File: config.mk
export PLATFORM = sky130hd
export DESIGN_NAME = krt_ctrl
export DESIGN_NICKNAME = d
export VERILOG_FILES = /design/src/rtl/core/krt_pkg.sv /design/src/rtl/core/krt_ctrl.sv
export SDC_FILE = /design/constraint.sdc
export NUM_CORES = 1
export LEC_CHECK = 0
export ABC_AREA = 1
export BUFFER_PORTS_ARGS = -buffer_cell sky130_fd_sc_hd__buf_2
export CAP_MARGIN = 30
export CORE_MARGIN = 4
export CORE_UTILIZATION = 44
export DETAILED_ROUTE_END_ITERATION = 10
export PLACE_DENSITY = 0.74
export SYNTH_ARGS = -nofsm -noshare
export SYNTH_HDL_FRONTEND = slang
export SYNTH_SLANG_ARGS = --single-unit
File: constraint.sdc
create_clock -name clk_i -period 7.6 [get_ports clk_i]
set_input_delay 1.52 -clock clk_i [delete_from_list [all_inputs] [get_ports clk_i]]
set_output_delay 1.52 -clock clk_i [all_outputs]
set_load 0.01 [all_outputs]
File: src/rtl/core/krt_pkg.sv
// Shared types, codes and sizes for the keyed registration table.
// Used by krt_table_mem, krt_ctrl and keyed_registration_table.
package krt_pkg;

  // Capacity of the table and the widths that follow from it.
  localparam int TABLE_DEPTH = 64;
  localparam int IDX_W       = (TABLE_DEPTH > 1) ? $clog2(TABLE_DEPTH) : 1;
  localparam int CNT_W       = $clog2(TABLE_DEPTH + 1);

  // Field widths of the stream words.
  localparam int KEY_W    = 64;
  localparam int HANDLE_W = 32;
  localparam int OCNT_W   = 7;

  typedef enum logic [1:0] {
    CMD_LOOKUP = 2'd0,
    CMD_INSERT = 2'd1,
    CMD_REMOVE = 2'd2,
    CMD_CLEAR  = 2'd3
  } krt_cmd_e;

  typedef enum logic [1:0] {
    ST_OK        = 2'd0,
    ST_FULL      = 2'd1,
    ST_DUP       = 2'd2,
    ST_NOT_FOUND = 2'd3
  } krt_status_e;

  typedef enum logic [2:0] {
    FSM_IDLE,
    FSM_SCAN,
    FSM_MOVE_RD,
    FSM_MOVE_WR,
    FSM_RESP
  } krt_state_e;

  // One table entry as held in the memory.
  typedef struct packed {
    logic [KEY_W-1:0]    key;
    logic [HANDLE_W-1:0] handle;
  } krt_entry_t;

  // Access request from the controller to the table memory.
  typedef struct packed {
    logic             rd_en;
    logic [IDX_W-1:0] rd_addr;
    logic             wr_en;
    logic [IDX_W-1:0] wr_addr;
    krt_entry_t       wr_entry;
  } krt_mem_req_t;

  // Result of one request.
  typedef struct packed {
    krt_status_e         status;
    logic [HANDLE_W-1:0] found_handle;
    logic [OCNT_W-1:0]   entry_count;
  } krt_result_t;

endpackage

File: src/rtl/core/krt_ctrl.sv
// Request sequencer of the keyed registration table: key scan, insert,
// swap-remove and clear. Depends on krt_pkg and drives krt_table_mem.
module krt_ctrl
  import krt_pkg::*;
(
  input  logic                clk_i,
  input  logic                rst_ni,
  // Request side
  input  logic                req_valid_i,
  output logic                req_ready_o,
  input  krt_cmd_e            req_cmd_i,
  input  logic [KEY_W-1:0]    req_key_i,
  input  logic [HANDLE_W-1:0] req_handle_i,
  // Memory side
  output krt_mem_req_t        mem_req_o,
  input  krt_entry_t          mem_rd_entry_i,
  // Result side
  output logic                res_valid_o,
  input  logic                res_ready_i,
  output krt_result_t         res_o
);

  krt_state_e          state_q, state_d;
  logic [CNT_W-1:0]    count_q, count_d;
  krt_cmd_e            cmd_q, cmd_d;
  logic [KEY_W-1:0]    key_q, key_d;
  logic [HANDLE_W-1:0] handle_q, handle_d;
  logic [CNT_W-1:0]    rd_idx_q, rd_idx_d;
  logic                cmp_vld_q, cmp_vld_d;
  logic [IDX_W-1:0]    cmp_idx_q, cmp_idx_d;
  logic [IDX_W-1:0]    hit_idx_q, hit_idx_d;
  krt_status_e         res_status_q, res_status_d;
  logic [HANDLE_W-1:0] res_handle_q, res_handle_d;

  logic accept;
  logic issue;
  logic hit;
  logic miss;
  logic full;

  assign accept = req_valid_i && (state_q == FSM_IDLE);
  assign full   = (count_q == CNT_W'(TABLE_DEPTH));
  // A read goes out each scan cycle until all live slots are requested.
  assign issue  = (state_q == FSM_SCAN) && (rd_idx_q < count_q);
  // The compare stage looks at the word read in the previous cycle.
  assign hit    = (state_q == FSM_SCAN) && cmp_vld_q && (mem_rd_entry_i.key == key_q);
  assign miss   = (state_q == FSM_SCAN) && !cmp_vld_q && !issue;

  // Next-state logic.
  always_comb begin
    state_d = state_q;
    unique case (state_q)
      FSM_IDLE: begin
        if (accept) begin
          if (req_cmd_i == CMD_CLEAR) begin
            state_d = FSM_RESP;
          end else if (req_cmd_i == CMD_INSERT && full) begin
            state_d = FSM_RESP;
          end else begin
            state_d = FSM_SCAN;
          end
        end
      end
      FSM_SCAN: begin
        if (hit) begin
          state_d = (cmd_q == CMD_REMOVE) ? FSM_MOVE_RD : FSM_RESP;
        end else if (miss) begin
          state_d = FSM_RESP;
        end
      end
      FSM_MOVE_RD: state_d = FSM_MOVE_WR;
      FSM_MOVE_WR: state_d = FSM_RESP;
      FSM_RESP: begin
        if (res_ready_i) begin
          state_d = FSM_IDLE;
        end
      end
      default: state_d = FSM_IDLE;
    endcase
  end

  // Datapath and memory control.
  always_comb begin
    count_d      = count_q;
    cmd_d        = cmd_q;
    key_d        = key_q;
    handle_d     = handle_q;
    rd_idx_d     = rd_idx_q;
    cmp_vld_d    = issue;
    cmp_idx_d    = rd_idx_q[IDX_W-1:0];
    hit_idx_d    = hit_idx_q;
    res_status_d = res_status_q;
    res_handle_d = res_handle_q;

    mem_req_o.rd_en           = issue;
    mem_req_o.rd_addr         = rd_idx_q[IDX_W-1:0];
    mem_req_o.wr_en           = 1'b0;
    mem_req_o.wr_addr         = count_q[IDX_W-1:0];
    mem_req_o.wr_entry.key    = key_q;
    mem_req_o.wr_entry.handle = handle_q;

    unique case (state_q)
      FSM_IDLE: begin
        if (accept) begin
          cmd_d        = req_cmd_i;
          key_d        = req_key_i;
          handle_d     = req_handle_i;
          rd_idx_d     = '0;
          res_status_d = ST_OK;
          res_handle_d = '0;
          if (req_cmd_i == CMD_CLEAR) begin
            count_d = '0;
          end else if (req_cmd_i == CMD_INSERT && full) begin
            res_status_d = ST_FULL;
          end
        end
      end
      FSM_SCAN: begin
        if (hit) begin
          unique case (cmd_q)
            CMD_INSERT: res_status_d = ST_DUP;
            CMD_REMOVE: begin
              res_handle_d = mem_rd_entry_i.handle;
              count_d      = count_q - 1'b1;
              hit_idx_d    = cmp_idx_q;
            end
            CMD_LOOKUP: res_handle_d = mem_rd_entry_i.handle;
            CMD_CLEAR:  res_status_d = ST_OK;
          endcase
        end else if (miss) begin
          if (cmd_q == CMD_INSERT) begin
            // Append at the current count.
            mem_req_o.wr_en = 1'b1;
            count_d         = count_q + 1'b1;
          end else begin
            res_status_d = ST_NOT_FOUND;
          end
        end else if (issue) begin
          rd_idx_d = rd_idx_q + 1'b1;
        end
      end
      FSM_MOVE_RD: begin
        // Fetch the last live entry; count already points at it.
        mem_req_o.rd_en   = 1'b1;
        mem_req_o.rd_addr = count_q[IDX_W-1:0];
      end
      FSM_MOVE_WR: begin
        // Move it into the freed slot; a self-copy when the hit was last.
        mem_req_o.wr_en    = 1'b1;
        mem_req_o.wr_addr  = hit_idx_q;
        mem_req_o.wr_entry = mem_rd_entry_i;
      end
      FSM_RESP: begin
      end
      default: begin
      end
    endcase
  end

  // Control registers.
  always_ff @(posedge clk_i or negedge rst_ni) begin
    if (!rst_ni) begin
      state_q   <= FSM_IDLE;
      count_q   <= '0;
      cmp_vld_q <= 1'b0;
    end else begin
      state_q   <= state_d;
      count_q   <= count_d;
      cmp_vld_q <= cmp_vld_d;
    end
  end

  // Request and scan payload registers.
  always_ff @(posedge clk_i) begin
    cmd_q        <= cmd_d;
    key_q        <= key_d;
    handle_q     <= handle_d;
    rd_idx_q     <= rd_idx_d;
    cmp_idx_q    <= cmp_idx_d;
    hit_idx_q    <= hit_idx_d;
    res_status_q <= res_status_d;
    res_handle_q <= res_handle_d;
  end

  assign req_ready_o      = (state_q == FSM_IDLE);
  assign res_valid_o      = (state_q == FSM_RESP);
  assign res_o.status       = res_status_q;
  assign res_o.found_handle = res_handle_q;
  assign res_o.entry_count  = OCNT_W'(count_q);

  // The live count never exceeds the capacity.
  assert property (@(posedge clk_i) disable iff (!rst_ni)
    count_q <= CNT_W'(TABLE_DEPTH))
    else $error("entry count above table capacity");

  // Memory writes happen only on an insert append or a remove move.
  assert property (@(posedge clk_i) disable iff (!rst_ni)
    mem_req_o.wr_en |-> (state_q == FSM_SCAN && cmd_q == CMD_INSERT) ||
                        state_q == FSM_MOVE_WR)
    else $error("table write outside insert or remove");

  // A compare is pending only for a read issued in the scan.
  assert property (@(posedge clk_i) disable iff (!rst_ni)
    cmp_vld_q |-> $past(state_q) == FSM_SCAN)
    else $error("compare stage valid outside scan");

  // The move write always comes in the cycle right after its read.
  assert property (@(posedge clk_i) disable iff (!rst_ni)
    state_q == FSM_MOVE_WR |-> $past(state_q) == FSM_MOVE_RD)
    else $error("move write without move read");

endmodule

==> flow_summary_export.csv <==
group,metric,value,unit
status,status,"completed",
clock_tree,cts_hold_buf,0,
floorplanning,die_w,149,µm
global_routing,grt_pass1_wl,40.8,mm
place,gp_congestion,0.914,
route,vias_per_cell,4.92,
yosys,ys_types,40,
hold_path,min-delay-start,"cmp_idx_q[2]$_DFF_P_",
floorplanning,fp-row-count,51,
worst_setup_path,timing.rr.start,"state_q[1]$_DFFE_PN0P_",
yosys,ys_warn_count,0,
worst_setup_path,slowest_delay,0.45,ns
global_routing,grt_max_degree,112,
power_and_ir_drop,power_density,309,nW/µm²
timing,finClkSkew,0.0147,ns
finish,nets,1606,
worst_setup_path,path_max_fanout,4,
clock_tree,cts_tree,"done",
route,vias,8266,
worst_setup_path,r2r-end,"count_q[6]$_DFFE_PN0P_",
clock_tree,htree_levels,4,
timing,slew_headroom,0.318,
yosys,synth_ff_type,"edfxtp_1",
route,drt_iter0_markers,558,
route,drt-total-wl,27.5,mm
worst_setup_path,slowest_stage,"xnor2_1",
floorplanning,core,19500,µm²
power_and_ir_drop,cellLeakagePower,5.90,nW
flow_run,maxCapViolations,0,
place,post_dp_cell_area,10800,µm²
global_routing,antenna_found_initial,9,
worst_setup_path,crit_start,"mem_rd_entry_i[72]",
floorplanning,die_h,149,µm
global_routing,grt_pass1_vias,7881,
timing,fmax,211,MHz
worst_setup_path,crit_arrival,3.23,ns
yosys,ys_seq_area_frac,0.545,
clock_tree,post_cts_buffers,0,
timing,min_period_over_period,0.625,
timing,period_needed,4.75,ns
global_routing,overflow,0,
worst_setup_path,critical_path_class,"in2out",
worst_setup_path,rrSetupSlack,4.35,ns
place,dp_hpwl,21.7,mm
clock_tree,insertion_delay,0.43,ns
place,dp_worst_setup_slack,2.89,ns
worst_setup_path,cp_cell_sequence,"buf_2, xnor2_1, nand3_1, nor2_1, nand2_1, nor2_1, nand3_2, nand3_1, o21ai_0, buf_2",
route,dr.pass1.iters,5,
route,ant_nets,0,
clock_tree,clockBufferDepth,2,
route,drc,0,
finish,mostFrequentLayoutCell,"buf_2",
finish,areaGrowthSynthToFinish,30.8,%
worst_setup_path,required,6.08,ns
timing,rsz0062_at_grt,"false",
timing,setup_ws,2.85,ns
place,portBuffers,350,
clock_tree,cts_buffers,17,
worst_setup_path,worstSetupStartpointType,"input pin",
floorplanning,start_util,0.448,
timing,setup_tns,0,ns
timing,final-max-slew-violation-count,0,
yosys,synthesis.area,8720,µm²
yosys,async_flop_share,0.0679,
floorplanning,io_pins,351,
clock_tree,postCtsResizedCells,0,
power_and_ir_drop,ir_drop,163,µV
finish,drive_gt1_frac,0.298,
timing,setup_viol,0,
yosys,synth_edf_count,145,
hold_path,min_delay_worst_endpoint,"hit_idx_q[2]$_DFFE_PP_",
route,avgRoutedWirePerCell,16.4,µm
worst_setup_path,end_kind,"primary output",
finish,design_area,11400,µm²
worst_setup_path,worst_r2r_path_depth,19,
timing,finalHoldViolCount,0,
floorplanning,die_area,22100,µm²
hold_path,hold_depth,0,
clock_tree,cts_root_buf,"clkbuf_16",
yosys,syn_nets,1259,
yosys,netlist_instances,1048,
yosys,ys_ff_latch,162,
global_routing,track_usage,0.239,
timing,tightest_slew,1.02,ns
clock_tree,clkTransAtPathRegs,0.07,ns
hold_path,holdCritPathClass,"reg2reg",
clock_tree,clock-sinks,162,
yosys,synth.avg_cell_area,8.32,µm²
finish,mostFrequentLayoutCells,"buf_2 (350), nand2_1 (328), inv_1 (158)",
where the power goes:
| group | leakage, nW | internal (W) | switching (W) |
|---|---|---|---|
| sequential | 1.57 | 0.00132 | 0.000128 |
| clock | 0.288 | 0.000447 | 0.000423 |
| combinational | 4.04 | 0.000421 | 0.000790 |
state kept, by name (all words and copies together), names as in the netlist:
register / count
key_q: 64
count_q: 7
handle_q: 32
cmp_vld_q: 1
state_q: 3
rd_idx_q: 7
res_status_q: 2
hit_idx_q: 6
cmp_idx_q: 6
res_handle_q: 32
cmd_q: 2
layer usage:
metal	vias up	GRT usage	share of wire
met5	-	0	0.00098
met4	4	0.0947	0.027
met3	58	0.0565	0.084
met2	369	0.409	0.49
met1	3768	0.292	0.39
li1	4067	-	-
worst max path at each step:
stage | to | slack [ns] | cells past startpoint
final | mem_req_o[102] | 2.85 | 10
after global routing | mem_req_o[102] | 2.70 | 10
after CTS | mem_req_o[102] | 2.89 | 10
after detailed placement | mem_req_o[102] | 2.89 | 10
after global placement | mem_req_o[102] | 2.91 | 10
after floorplan | res_handle_q[0]$_SDFFCE_PN0P_ | 1.23 | 4
cells by family (layout without fill, tap and decap cells):
family | Yosys count | count (layout) | share of synthesized area
AND/OR/NAND/NOR | 522 | 522 | 0.245
buffers and inverters | 195 | 555 | 0.0840
flip-flops | 162 | 162 | 0.545
AO/OA/AOI/OAI | 128 | 128 | 0.0753
XOR/XNOR | 16 | 16 | 0.0161
adder cells (fa/ha/maj) | 13 | 13 | 0.0195
multiplexers | 12 | 12 | 0.0155
other | 0 | 8 | 0
synthesized netlist by cell type (2+ instances only):
cell	number	share of area
o21ai_0	100	0.057
clkbuf_1	25	0.011
inv_2	8	0.0034
clkinv_1	2	0.00086
nand4_1	15	0.011
a21oi_1	19	0.011
nand3b_1	3	0.0026
edfxtp_1	145	0.50
nor2_1	127	0.055
xor2_1	2	0.0020
nand2_1	328	0.14
xnor2_1	14	0.014
or2_2	2	0.0014
buf_1	2	0.00086
inv_1	158	0.068
dfrtp_1	11	0.032
a31oi_1	2	0.0014
mux2_2	12	0.015
nor3_1	7	0.0040
dfxtp_1	6	0.014
nand3_1	26	0.015
nand3_2	2	0.0023
ha_1	12	0.017
o21ai_1	2	0.0011
nor3b_1	3	0.0026
critical path: cells and delay by family:
kind	cells	cell delay (ns)
buffers and inverters	2	0.32
AO/OA/AOI/OAI	1	0.07
AND/OR/NAND/NOR	6	0.88
XOR/XNOR	1	0.45
per-stage QoR:
| stage | total power [W] | hold slack [ns] | utilization | std cells |
|---|---|---|---|---|
| final | 0.00353 | 0.408 | 0.586 | 1681 |
| after global routing | 0.00374 | 0.415 | 0.586 | 1680 |
| after CTS | 0.00355 | 0.406 | 0.585 | 1673 |
| after detailed placement | 0.00268 | 0.390 | 0.554 | 1641 |
| after global placement | 0.00263 | 0.386 | 0.553 | 1640 |
| after floorplan | 0.00215 | 0.386 | - | 1048 |
layout make-up:
type | instances | area, µm²
diodes | 8 | 20.0
clock inverters | 15 | 179
flip-flops and latches | 162 | 4750
well taps | 265 | 332
inverters | 168 | 631
multi-input cells | 691 | 3270
repair buffers | 355 | 1800
fillers | 1754 | 8060
clock buffers | 17 | 425
No activity file was read; power rests on OpenSTA's default activity.
